`config.mk`:
```
export PLATFORM = sky130hd
export DESIGN_NAME = roman_numeral_encoder
export DESIGN_NICKNAME = d
export VERILOG_FILES = /design/src/rtl/core/rne_pkg.sv /design/src/rtl/core/roman_numeral_encoder.sv /design/src/rtl/core/rne_ctrl.sv /design/src/rtl/core/rne_dp.sv
export SDC_FILE = /design/constraint.sdc
export NUM_CORES = 1
export LEC_CHECK = 0
export BUFFER_PORTS_ARGS = -buffer_cell sky130_fd_sc_hd__buf_2
export CAP_MARGIN = 30
export CORE_ASPECT_RATIO = 0.5
export CORE_MARGIN = 2
export CORE_UTILIZATION = 65
export DETAILED_ROUTE_END_ITERATION = 7
export PLACE_DENSITY_LB_ADDON = 0.12
export REMOVE_ABC_BUFFERS = 1
export SLEW_MARGIN = 20
export SYNTH_ARGS = -nofsm -noshare
export SYNTH_HDL_FRONTEND = slang
export SYNTH_SLANG_ARGS = --single-unit
```
`constraint.sdc`:
```
create_clock -name clk -period 7 [get_ports clk]
set_input_delay 1.4 -clock clk [delete_from_list [all_inputs] [get_ports clk]]
set_output_delay 1.4 -clock clk [all_outputs]
set_load 0.02 [all_outputs]
```
`src/rtl/core/rne_pkg.sv`:
```
// Roman numeral encoder: shared types, constants and the numeral term table.
// Used by rne_ctrl, rne_dp, roman_numeral_encoder and rne_checker.
// No dependencies.
`default_nettype none

package rne_pkg;

	localparam int VALUE_W           = 12;
	localparam int SYM_W             = 8;
	localparam int MAX_THOUSANDS_DEF = 3;
	localparam int RESULT_LIMIT      = 15;
	localparam int CNT_W             = $clog2(RESULT_LIMIT + 1);
	localparam int NUM_TERMS         = 13;

	localparam logic [SYM_W-1:0] SYM_I = 8'h49;
	localparam logic [SYM_W-1:0] SYM_V = 8'h56;
	localparam logic [SYM_W-1:0] SYM_X = 8'h58;
	localparam logic [SYM_W-1:0] SYM_L = 8'h4C;
	localparam logic [SYM_W-1:0] SYM_C = 8'h43;
	localparam logic [SYM_W-1:0] SYM_D = 8'h44;
	localparam logic [SYM_W-1:0] SYM_M = 8'h4D;

	typedef enum logic [0:0] {
		RNE_IDLE,
		RNE_RUN
	} rne_state_t;

	typedef struct packed {
		logic load;
		logic step;
	} rne_cmd_t;

	typedef struct packed {
		logic done;
	} rne_stat_t;

	// Greedy term table, largest first; pair terms emit sym0 then sym1.
	localparam logic [VALUE_W-1:0] TERM_WEIGHT [NUM_TERMS] = '{
		12'd1000, 12'd900, 12'd500, 12'd400, 12'd100, 12'd90, 12'd50,
		12'd40, 12'd10, 12'd9, 12'd5, 12'd4, 12'd1
	};
	localparam logic [SYM_W-1:0] TERM_SYM0 [NUM_TERMS] = '{
		SYM_M, SYM_C, SYM_D, SYM_C, SYM_C, SYM_X, SYM_L,
		SYM_X, SYM_X, SYM_I, SYM_V, SYM_I, SYM_I
	};
	localparam logic [SYM_W-1:0] TERM_SYM1 [NUM_TERMS] = '{
		SYM_M, SYM_M, SYM_D, SYM_D, SYM_C, SYM_C, SYM_L,
		SYM_L, SYM_X, SYM_X, SYM_V, SYM_V, SYM_I
	};
	localparam logic TERM_PAIR [NUM_TERMS] = '{
		1'b0, 1'b1, 1'b0, 1'b1, 1'b0, 1'b1, 1'b0,
		1'b1, 1'b0, 1'b1, 1'b0, 1'b1, 1'b0
	};

endpackage

`default_nettype wire

```
`src/rtl/core/roman_numeral_encoder.sv`:
```
// Roman numeral encoder top level: controller plus datapath.
// Depends on rne_pkg, rne_ctrl and rne_dp.
// First letter: the taken request loads the value and enters run, then the
//   first step registers the letter on symbol with strobe.
// Throughput: one letter per cycle; busy covers the emit steps plus one done
//   check, and a new request is taken only back in idle (3888 is the longest).
// The rate is set by the single emit step of the datapath, one letter per cycle.
// Reset: arst_n clears the state machine, the pending flag and the strobe at once.
`default_nettype none

module roman_numeral_encoder #(
	parameter int MAX_THOUSANDS = rne_pkg::MAX_THOUSANDS_DEF
) (
	input  wire logic                        clk,
	input  wire logic                        arst_n,
	input  wire logic                        start,
	input  wire logic [rne_pkg::VALUE_W-1:0] value,
	output logic                             busy,
	output logic [rne_pkg::SYM_W-1:0]        symbol,
	output logic                             last,
	output logic                             strobe
);
	import rne_pkg::*;

	rne_cmd_t  cmd;
	rne_stat_t stat;

	// Sequence the request: load on start, step one letter a cycle until done.
	rne_ctrl u_ctrl (
		.clk    (clk),
		.arst_n (arst_n),
		.start  (start),
		.stat   (stat),
		.cmd    (cmd),
		.busy   (busy)
	);

	// Hold the remaining value and emit letters greedily, largest term first.
	rne_dp #(
		.MAX_THOUSANDS (MAX_THOUSANDS)
	) u_dp (
		.clk    (clk),
		.arst_n (arst_n),
		.value  (value),
		.cmd    (cmd),
		.stat   (stat),
		.symbol (symbol),
		.last   (last),
		.strobe (strobe)
	);

endmodule

`default_nettype wire

```
`src/rtl/core/rne_ctrl.sv`:
```
// Roman numeral encoder controller: idle/run state machine.
// Depends on rne_pkg.
`default_nettype none

module rne_ctrl (
	input  wire logic              clk,
	input  wire logic              arst_n,
	input  wire logic              start,
	input  rne_pkg::rne_stat_t     stat,
	output rne_pkg::rne_cmd_t      cmd,
	output logic                   busy
);
	import rne_pkg::*;

	rne_state_t state_q;
	rne_state_t state_nx;

	always_ff @(posedge clk or negedge arst_n) begin
		if (!arst_n) begin
			state_q <= RNE_IDLE;
		end else begin
			state_q <= state_nx;
		end
	end

	always_comb begin
		state_nx = state_q;
		cmd      = '0;
		busy     = 1'b0;
		case (state_q)
			RNE_IDLE: begin
				if (start) begin
					cmd.load = 1'b1;
					state_nx = RNE_RUN;
				end
			end
			RNE_RUN: begin
				busy = 1'b1;
				if (stat.done) begin
					state_nx = RNE_IDLE;
				end else begin
					cmd.step = 1'b1;
				end
			end
			default: begin
				state_nx = RNE_IDLE;
			end
		endcase
	end

endmodule

`default_nettype wire

```
`src/rtl/core/rne_dp.sv`:
```
// Roman numeral encoder datapath: remaining value, pending second letter,
// greedy term select and the registered result. Depends on rne_pkg.
`default_nettype none

module rne_dp #(
	parameter int MAX_THOUSANDS = rne_pkg::MAX_THOUSANDS_DEF
) (
	input  wire logic                        clk,
	input  wire logic                        arst_n,
	input  wire logic [rne_pkg::VALUE_W-1:0] value,
	input  rne_pkg::rne_cmd_t                cmd,
	output rne_pkg::rne_stat_t               stat,
	output logic [rne_pkg::SYM_W-1:0]        symbol,
	output logic                             last,
	output logic                             strobe
);
	import rne_pkg::*;

	localparam int unsigned LIMIT = MAX_THOUSANDS * 1000 + 999;

	logic [VALUE_W-1:0] v_q;
	logic               pend_q;
	logic [SYM_W-1:0]   pend_sym_q;
	logic [CNT_W-1:0]   cnt_q;
	logic [SYM_W-1:0]   symbol_q;
	logic               last_q;
	logic               strobe_q;

	logic [VALUE_W-1:0] v_sat;
	logic [VALUE_W-1:0] sel_w;
	logic [SYM_W-1:0]   sel_s0;
	logic [SYM_W-1:0]   sel_s1;
	logic               sel_pair;
	logic [VALUE_W-1:0] v_nx;
	logic               pend_nx;
	logic [SYM_W-1:0]   sym_nx;
	logic               last_nx;

	// Clamp to the largest encodable value.
	assign v_sat = (32'(value) > LIMIT) ? VALUE_W'(LIMIT) : value;

	// Largest term not above the remaining value; index 0 wins last.
	always_comb begin
		sel_w    = '0;
		sel_s0   = TERM_SYM0[NUM_TERMS-1];
		sel_s1   = TERM_SYM1[NUM_TERMS-1];
		sel_pair = 1'b0;
		for (int i = NUM_TERMS - 1; i >= 0; i--) begin
			if (v_q >= TERM_WEIGHT[i]) begin
				sel_w    = TERM_WEIGHT[i];
				sel_s0   = TERM_SYM0[i];
				sel_s1   = TERM_SYM1[i];
				sel_pair = TERM_PAIR[i];
			end
		end
	end

	always_comb begin
		if (pend_q) begin
			sym_nx  = pend_sym_q;
			v_nx    = v_q;
			pend_nx = 1'b0;
		end else begin
			sym_nx  = sel_s0;
			v_nx    = v_q - sel_w;
			pend_nx = sel_pair;
		end
		last_nx = ((v_nx == '0) && !pend_nx) || (cnt_q == CNT_W'(RESULT_LIMIT - 1));
	end

	assign stat.done = (v_q == '0) && !pend_q;

	always_ff @(posedge clk or negedge arst_n) begin
		if (!arst_n) begin
			pend_q   <= 1'b0;
			cnt_q    <= '0;
			strobe_q <= 1'b0;
		end else begin
			strobe_q <= cmd.step;
			if (cmd.load) begin
				pend_q <= 1'b0;
				cnt_q  <= '0;
			end else if (cmd.step) begin
				pend_q <= pend_nx && !last_nx;
				cnt_q  <= cnt_q + 1'b1;
			end
		end
	end

	always_ff @(posedge clk) begin
		if (cmd.load) begin
			v_q <= v_sat;
		end else if (cmd.step) begin
			v_q        <= last_nx ? '0 : v_nx;
			pend_sym_q <= sel_s1;
			symbol_q   <= sym_nx;
			last_q     <= last_nx;
		end
	end

	assign symbol = symbol_q;
	assign last   = last_q;
	assign strobe = strobe_q;

endmodule

`default_nettype wire

```
# Word level (Yosys, flattened, before mapping)
# Cells that the tools add are included.
# word_totals
wordCells,108
register_bits,36
inputBits,15
output_inout_bits,11
# classes
n_addsub,2
n_lt_le_gt_ge,14
muxes,63
n_eq_ne,1
n_reduce_logical,15
n_bitwise,2
# ops
operator,count
$mux 12,17
$mux 5,15
$mux 4,8
$ge 12x10->1 const B,2
$ge 12x3->1 const B,2
$ge 12x4->1 const B,2
$ge 12x6->1 const B,2
$ge 12x7->1 const B,2
$ge 12x9->1 const B,2
$logic_not 12->1,2
$mux 1,21
$ge 12x1->1 const B,1
$gt 12x12->1 const B,1
$sub 12x12->12,1
$reduce_or 11->1,1
$mux 8,1
$reduce_or 8->1,1
$add 4x1->4 const B,1
$eq 4x4->1 const B,1
$reduce_or 4->1,1
$logic_and 1x1->1,3
$logic_not 1->1,3
$not 1->1,2
$pmux 1 s2,1
4 further kinds,4

# Longest topological paths before layout
# Gate-level depths: netlist of the first run.
# logic_depth
word_depth,23
depth_mapped,16

# Cells and area by module
# Synthesis of the first run repeated with hierarchy kept, for this count alone.
# unflattened
hier_cells,300
hier_area_um2,2568.7
# by_module_without_submodules
module,cells_per_inst,area_per_inst_um2,instances,seq_area_each_um2
rne_dp,296,2523.7,1,840.8
rne_ctrl,4,45.0,1,25.0

# Least setup slack after synthesis of the first run
# OpenSTA, ideal clock, no wires.
# synth_timing
path_kind,register -> register
startpoint,reg u_dp.v_q[4]
endpoint,"reg u_dp.last_q (netlist: u_dp.last), data pin"
arrival_time_ps,3423
setup_slack_ps,3443
synth_period_minus_slack_ps,3557
stages_incl_launch_ff,16
required_time_ps,6867
setup_time_ps,133
cell_sequence,edfxtp_1 > buf_6 > nor3_2 > and3_1 > buf_2 > a21boi_0 > o21ai_0 > a21o_1 > ha_1 > nand2b_1 > a21o_1 > a211o_1 > a311oi_1 > nand4_1 > or4_1 > nand2_1
# synth_between
elab_chain_cells,19
elab_cells_between_ends,45
classes_between,add/sub: 1; order compare: 13; mux: 27; reduce/logical: 4
# synth_lines
element,line,text
start: declaration,rne_dp.sv:21,logic [VALUE_W-1:0] v_q;
start signal: assignment,rne_dp.sv:92,v_q <= v_sat;
start signal: assignment,rne_dp.sv:94,v_q <= last_nx ? '0 : v_nx;
$ge 12x1->1,rne_dp.sv:49,if (v_q >= TERM_WEIGHT[i]) begin
$mux 1,rne_dp.sv:49,
$mux 12 (12 in a row),rne_dp.sv:49,
$sub 12x12->12,rne_dp.sv:65,v_nx = v_q - sel_w;
$mux 12,rne_dp.sv:59,if (pend_q) begin
$logic_not 12->1,rne_dp.sv:68,last_nx = ((v_nx == '0) && !pend_nx) || (cnt_q == CNT_W'(RESULT_LIMIT - 1));
$logic_and 1x1->1 (*),rne_dp.sv:68,
$logic_or 1x1->1 (*),rne_dp.sv:68,
via u_dp.last_nx,rne_dp.sv:37,logic last_nx;
end signal: assignment,rne_dp.sv:97,last_q <= last_nx;
end: declaration,rne_dp.sv:26,logic last_q;
# Mark *: on every way through the listed nets, which the timed path passes. The rest lies on a longest branch.
# A chain may end at the register's enable or synchronous reset.

# Final worst setup path of the first run
# Ends and elaborated chain as after synthesis.

==> flow_summary.json, run 1 <==
{
  "synth-compound-area-share_pct": 28.10,
  "initial_utilization_pct": 68.75,
  "die_y_um": 49.67,
  "grt_max_degree": 21,
  "cap_viol_max_count": 0,
  "drtPass1Iterations": 5,
  "port_buffers": 22,
  "r2r_setup_slack_ps": 2630,
  "drc": 0,
  "worst-path-max-fanout": 11,
  "n_antenna_cell": 0,
  "cpMostUsedCell": "a21o_1",
  "synthFlopType": "edfxtp_1",
  "grt_pass1_wl_mm": 11.50,
  "detail-route-antenna-nets": 0,
  "grt_pass1_vias": 2341,
  "fillers": 306,
  "numCtsBuffers": 5,
  "dieArea_um2": 4735,
  "status": "completed",
  "cts_tree": "done",
  "vias_per_cell": 6.776,
  "r2r_start": "u_dp.v_q[4]$_DFFE_PP_",
  "cts_root_buffer": "clkbuf_8",
  "vias": 2602,
  "tns_ps": 0,
  "powerDensity_nw_per_um2": 599.3,
  "grt-ovfl-total": 0,
  "mostFrequentLayoutCells": "nor2_1 (34), o21ai_0 (30), nand2_1 (27)",
  "worstHoldStart": "u_dp.pend_sym_q[4]$_SDFFCE_PP0P_",
  "finClkSkew_ps": 13.55,
  "antenna_found_initial": 0,
  "power_mw": 1.715,
  "drive_above_1_share_pct": 15.45,
  "worst_pin_slew_ps": 780.4,
  "cts.clk_slew.worst_paths_ps": 70,
  "setup_violations": 0,
  "slew_headroom_pct": 47.53,
  "wl_mm": 7.088,
  "synth_fa_ha_area_share_pct": 6.276,
  "arrival_ps": 4530,
  "whs_endpoint": "u_dp.symbol[4]$_DFFE_PP_",
  "synth_simple_gate_area_share_pct": 25.47,
  "drv_slew": 0,
  "synth_mux_area_share_pct": 0.3692,
  "synth_edf_count": 23,
  "rows": 16,
  "dp_hpwl_mm": 5.155,
  "avgSynthCellArea_um2": 8.553,
  "synthXorXnorAreaFrac_pct": 0.9691,
  "cp.required_ps": 7160,
  "ys_types": 66,
  "ys_seq_area_share_pct": 31.93,
  "cts.repair.resized": 0,
  "hold_slack_ps": 532.1,
  "cts.sinks": 30,
  "postCtsSetupBuffers": 0,
  "path_delay_family": "compound AO/OA/AOI/OAI gates",
  "insertion_delay_ps": 300,
  "reg2regPathDepth": 13,
  "rr_endpoint": "u_dp.last$_DFFE_PP_",
  "path_buf_inv": 0,
  "ctsHoldBuffers": 0,
  "gp_congestion": 1.024,
  "ys_ff_latch": 30,
  "syn_inst": 317,
  "hold_viol": 0,
  "groute.usage.overall_pct": 32.28,
  "startpoint_type": "flop",
  "dr.first_iter.drc_count": 354,
  "crit_slowest_cell": "edfxtp_1",
  "max_freq_ghz": 0.2286,
  "clockBufferDepth": 2,
  "end_kind": "flop",
  "peakVddDrop_v": 0.0003346,
  "path_cells": "nor3_2, and3_1, a21boi_0, o21ai_0, a21o_1, ha_1, nand2b_1, a21o_1, a211o_1, a311oi_1, nand4_1, or4_1, nand2_1",
  "period_share_pct": 62.48,
  "area_growth_pct": 5.537,
  "synthArstFlopShare_pct": 23.33,
  "hold_class": "flop to flop",
  "min_period_ps": 4374,
  "synth_top_family_by_area": "compound AO/OA/AOI/OAI gates",
  "die-width_um": 95.34,
  "post_drt_wl_per_cell_um": 18.46,
  "htree_levels": 2,
  "final_common_cell": "nor2_1",
  "max_stage_delay_ps": 600,
  "yosysWarnings": 0,
  "power_leakage_nw": 1.123,
  "ioPinCount": 26,
  "core_um2": 3944,
  "fin_nets": 357,
  "criticalPathCategory": "flop to flop",
  "rsz0062_at_grt": "false",
  "hold_depth": 2,
  "syn_area_um2": 2711
}
[registers in the layout, summed over array words and instances (netlist names)]
register and cells:
u_ctrl.state_q 1, u_dp.cnt_q 4, u_dp.last 1, u_dp.pend_q 1, u_dp.pend_sym_q 5, u_dp.strobe 1, u_dp.symbol 5, u_dp.v_q 12
[worst max-delay path by stage]
stage	startpoint	end	slack (ps)	cells after the start
2_1_floorplan	u_dp.v_q[4]$_DFFE_PP_	u_dp.last$_DFFE_PP_	3440	13
3_3_place_gp	u_dp.v_q[4]$_DFFE_PP_	u_dp.last$_DFFE_PP_	2780	13
3_5_place_dp	u_dp.v_q[4]$_DFFE_PP_	u_dp.last$_DFFE_PP_	2780	13
4_1_cts	u_dp.v_q[4]$_DFFE_PP_	u_dp.last$_DFFE_PP_	2750	13
5_1_grt	u_dp.v_q[4]$_DFFE_PP_	u_dp.last$_DFFE_PP_	2470	13
6_report	u_dp.v_q[4]$_DFFE_PP_	u_dp.last$_DFFE_PP_	2630	13
[cells by family (layout without fill, tap and decap cells)]
family | after synthesis | count (layout)
adder cells (fa/ha/maj) | 13 | 13
buffers and inverters | 31 | 43
AO/OA/AOI/OAI | 109 | 109
flip-flops | 30 | 30
multiplexers | 1 | 1
XOR/XNOR | 3 | 3
AND/OR/NAND/NOR | 128 | 128
other | 2 | 3
[routing by layer]
metal	up-vias	GRT usage, %	part of all wire (%)
met4	0	11.35	2.3
li1	1209	-	-
met5	-	0	0
met1	1192	47.08	44
met3	23	6.881	11
met2	178	47.30	43
[cell type report]
cell class	count	area, um^2	share of cell area (%)
clock buffers	6	82.58	2.886
clock inverters	2	12.51	0.4373
inverters	12	45.04	1.574
multi-input cells	257	1670	58.37
flip-flops and latches	30	865.8	30.26
well taps	54	67.56	2.361
repair buffers	23	117.6	4.110
[cells in the mapped netlist, types with 7 or more instances]
master / number / area [um^2]
ha_1: 12 / 150.1
nand2_1: 27 / 101.4
o21a_1: 7 / 52.55
nand3_1: 7 / 35.03
edfxtp_1: 23 / 690.7
nor3_1: 9 / 45.04
a21oi_1: 20 / 100.1
dfrtp_1: 7 / 175.2
clkbuf_1: 7 / 26.28
nor2_1: 34 / 127.6
o21ai_0: 30 / 150.1
inv_1: 11 / 41.29
[through the flow]
step	instance area, um^2	instances	utilization (%)	setup WS [ps]
floorplan	2581	299	-	3444
global placement	2766	376	70.15	2778
detailed placement	2766	376	70.15	2775
CTS	2861	384	72.56	2750
global route	2861	384	72.56	2466
finish	2861	384	72.56	2626
[worst min-delay path, stage by stage, from the launching register on]
cell      delay [ps]
edfxtp_1         330
nand2_1           50
o31ai_1           50
[power breakdown]
group / total, mW / internal, mW / switching (mW) / leakage, nW
Sequential: 0.459 / 0.324 / 0.135 / 0.321
Combinational: 1.10 / 0.445 / 0.656 / 0.755
Clock: 0.155 / 0.0790 / 0.0763 / 0.0472
Power figures use the tool's default switching activity.
==> inputs of run 2 (changes only) <==
--- a/config.mk
+++ b/config.mk
@@ -9,7 +9,7 @@
 export CAP_MARGIN = 30
 export CORE_ASPECT_RATIO = 0.5
 export CORE_MARGIN = 2
-export CORE_UTILIZATION = 65
+export CORE_UTILIZATION = 54
 export DETAILED_ROUTE_END_ITERATION = 7
 export PLACE_DENSITY_LB_ADDON = 0.12
 export REMOVE_ABC_BUFFERS = 1
==> constraint.sdc (replaced) <==
create_clock -name clk -period 3.65 [get_ports clk]
set_input_delay 0.73 -clock clk [delete_from_list [all_inputs] [get_ports clk]]
set_output_delay 0.73 -clock clk [all_outputs]
set_load 0.02 [all_outputs]
==> run 2 against run 1 <==
Effect of this change:
- critical path type unchanged
- die area rose by 19%
- worst setup slack got worse by 2600 ps
- flip-flop and latch count did not move
- critical endpoint unchanged
- utilization fell by 0.16 points
- global-route usage fell by 3.0 points
- clock skew fell by 9.0 ps
- non-clock buffer count rose by 66
==> flow_summary.json, run 2 (synthesis results as in run 1) <==
{
  "finClkSkew_ps": 4.563,
  "core_um2": 4887,
  "clockBufferDepth": 2,
  "slew_headroom_pct": 58.62,
  "cts_tree": "done",
  "grt_pass1_vias": 2541,
  "hold_slack_ps": 261.1,
  "port_buffers": 22,
  "htree_levels": 2,
  "groute.usage.overall_pct": 29.33,
  "vias_per_cell": 6.249,
  "wl_mm": 8.366,
  "vias": 2912,
  "antenna_found_initial": 0,
  "drv_slew": 0,
  "min_period_ps": 3645,
  "final_common_cell": "buf_4",
  "detail-route-antenna-nets": 0,
  "rows": 18,
  "status": "completed",
  "period_share_pct": 99.85,
  "tns_ps": 0,
  "die_y_um": 54.11,
  "drive_above_1_share_pct": 34.60,
  "grt_max_degree": 28,
  "initial_utilization_pct": 55.48,
  "end_kind": "flop",
  "cp.required_ps": 3800,
  "stdcell_area_um2": 3538,
  "die-width_um": 104.2,
  "fillers": 351,
  "fin_nets": 423,
  "grt_pass1_wl_mm": 12.58,
  "numCtsBuffers": 5,
  "post-place-ws_ps": -104.4,
  "cap_viol_max_count": 0,
  "arrival_ps": 3800,
  "drc": 0,
  "cts_root_buffer": "clkbuf_8",
  "drtPass1Iterations": 5,
  "cts.sinks": 30,
  "insertion_delay_ps": 290,
  "cts.clk_slew.worst_paths_ps": 70,
  "criticalPathCategory": "flop to flop",
  "finalWorstSetupSlack_ps": 5.488,
  "hold_class": "input pin to async pin",
  "dr.first_iter.drc_count": 285,
  "startpoint_type": "flop",
  "post_drt_wl_per_cell_um": 17.95,
  "setup_violations": 0,
  "placed_cell_area_um2": 3169,
  "area_growth_pct": 30.50,
  "worst_pin_slew_ps": 619.2,
  "register_area_um2": 865.8,
  "multi_input_area_um2": 1779,
  "worst-path-max-fanout": 4,
  "rsz0062_at_grt": "true",
  "hold_viol": 0,
  "n_antenna_cell": 0,
  "gp_congestion": 0.9752,
  "largest_reg_flops": 12,
  "mostFrequentLayoutCells": "buf_4 (62), nor2_1 (34), o21ai_0 (27)",
  "max_freq_ghz": 0.2744,
  "regMostFlops": "u_dp.v_q",
  "grt-ovfl-total": 0,
  "ioPinCount": 26,
  "dieArea_um2": 5638,
  "dp_hpwl_mm": 6.072
}
## run 2: worst max-delay path: stages (launching register included)
cell and delay [ps]:
edfxtp_1 450, buf_6 160, nand2_4 50, nor4b_1 470, nor2_1 190, o21ai_1 120, a21oi_1 90, ha_2 230
buf_12 140, or3_4 350, nor3_4 210, a211oi_2 100, a211oi_2 250, buf_4 160, nand4_1 60, or4_1 410
nand2_1 80
## run 2: cell type report
cell class	instances	share of cell area, %
clock buffer	7	2.440
inverter	12	1.273
tap	70	2.475
sequential	30	24.47
clock inverter	1	0.8487
timing repair buffer	89	18.21
multi-input combinational	257	50.28
## run 2: final timing paths
check / slack (ps) / from / depth (start not counted) / endpoint
setup reg to reg: 5 / u_dp.v_q[6]$_DFFE_PP_ / 16 / u_dp.last$_DFFE_PP_
setup / recovery: 5 / u_dp.v_q[6]$_DFFE_PP_ / 16 / u_dp.last$_DFFE_PP_
max in group asynchronous: 3240 / arst_n / 1 / u_dp.cnt_q[2]$_DFFE_PN0P_
hold / removal: 260 / arst_n / 1 / u_dp.cnt_q[0]$_DFFE_PN0P_
min in group clk: 540 / u_dp.pend_sym_q[4]$_SDFFCE_PP0P_ / 2 / u_dp.symbol[4]$_DFFE_PP_
hold reg to reg: 540 / u_dp.pend_sym_q[4]$_SDFFCE_PP0P_ / 2 / u_dp.symbol[4]$_DFFE_PP_
## run 2: stage by stage
stage / util, % / std cells
2_1_floorplan: - / 299
3_3_place_gp: 64.85 / 443
3_5_place_dp: 64.85 / 443
4_1_cts: 67.90 / 453
5_1_grt: 72.40 / 466
6_report: 72.40 / 466
## run 2: routing by layer
layer	track usage, %	vias to the layer above	wire, um
met5	0	-	0
met4	9.685	0	175
met3	8.475	27	813
met2	45.61	177	3539
met1	39.91	1369	3837
li1	-	1339	-
## run 2: repair_timing
action / in CTS / in global routing
gates resized for setup: 3 / 29
hold buffers: 0 / 0
pin swaps: 0 / 10
buffers inserted: 2 / 12
setup endpoints to repair: 1 / 2
Power of run 2 is not shown: default switching activity piles up to over one toggle a cycle in this logic, so the estimate is an artifact.
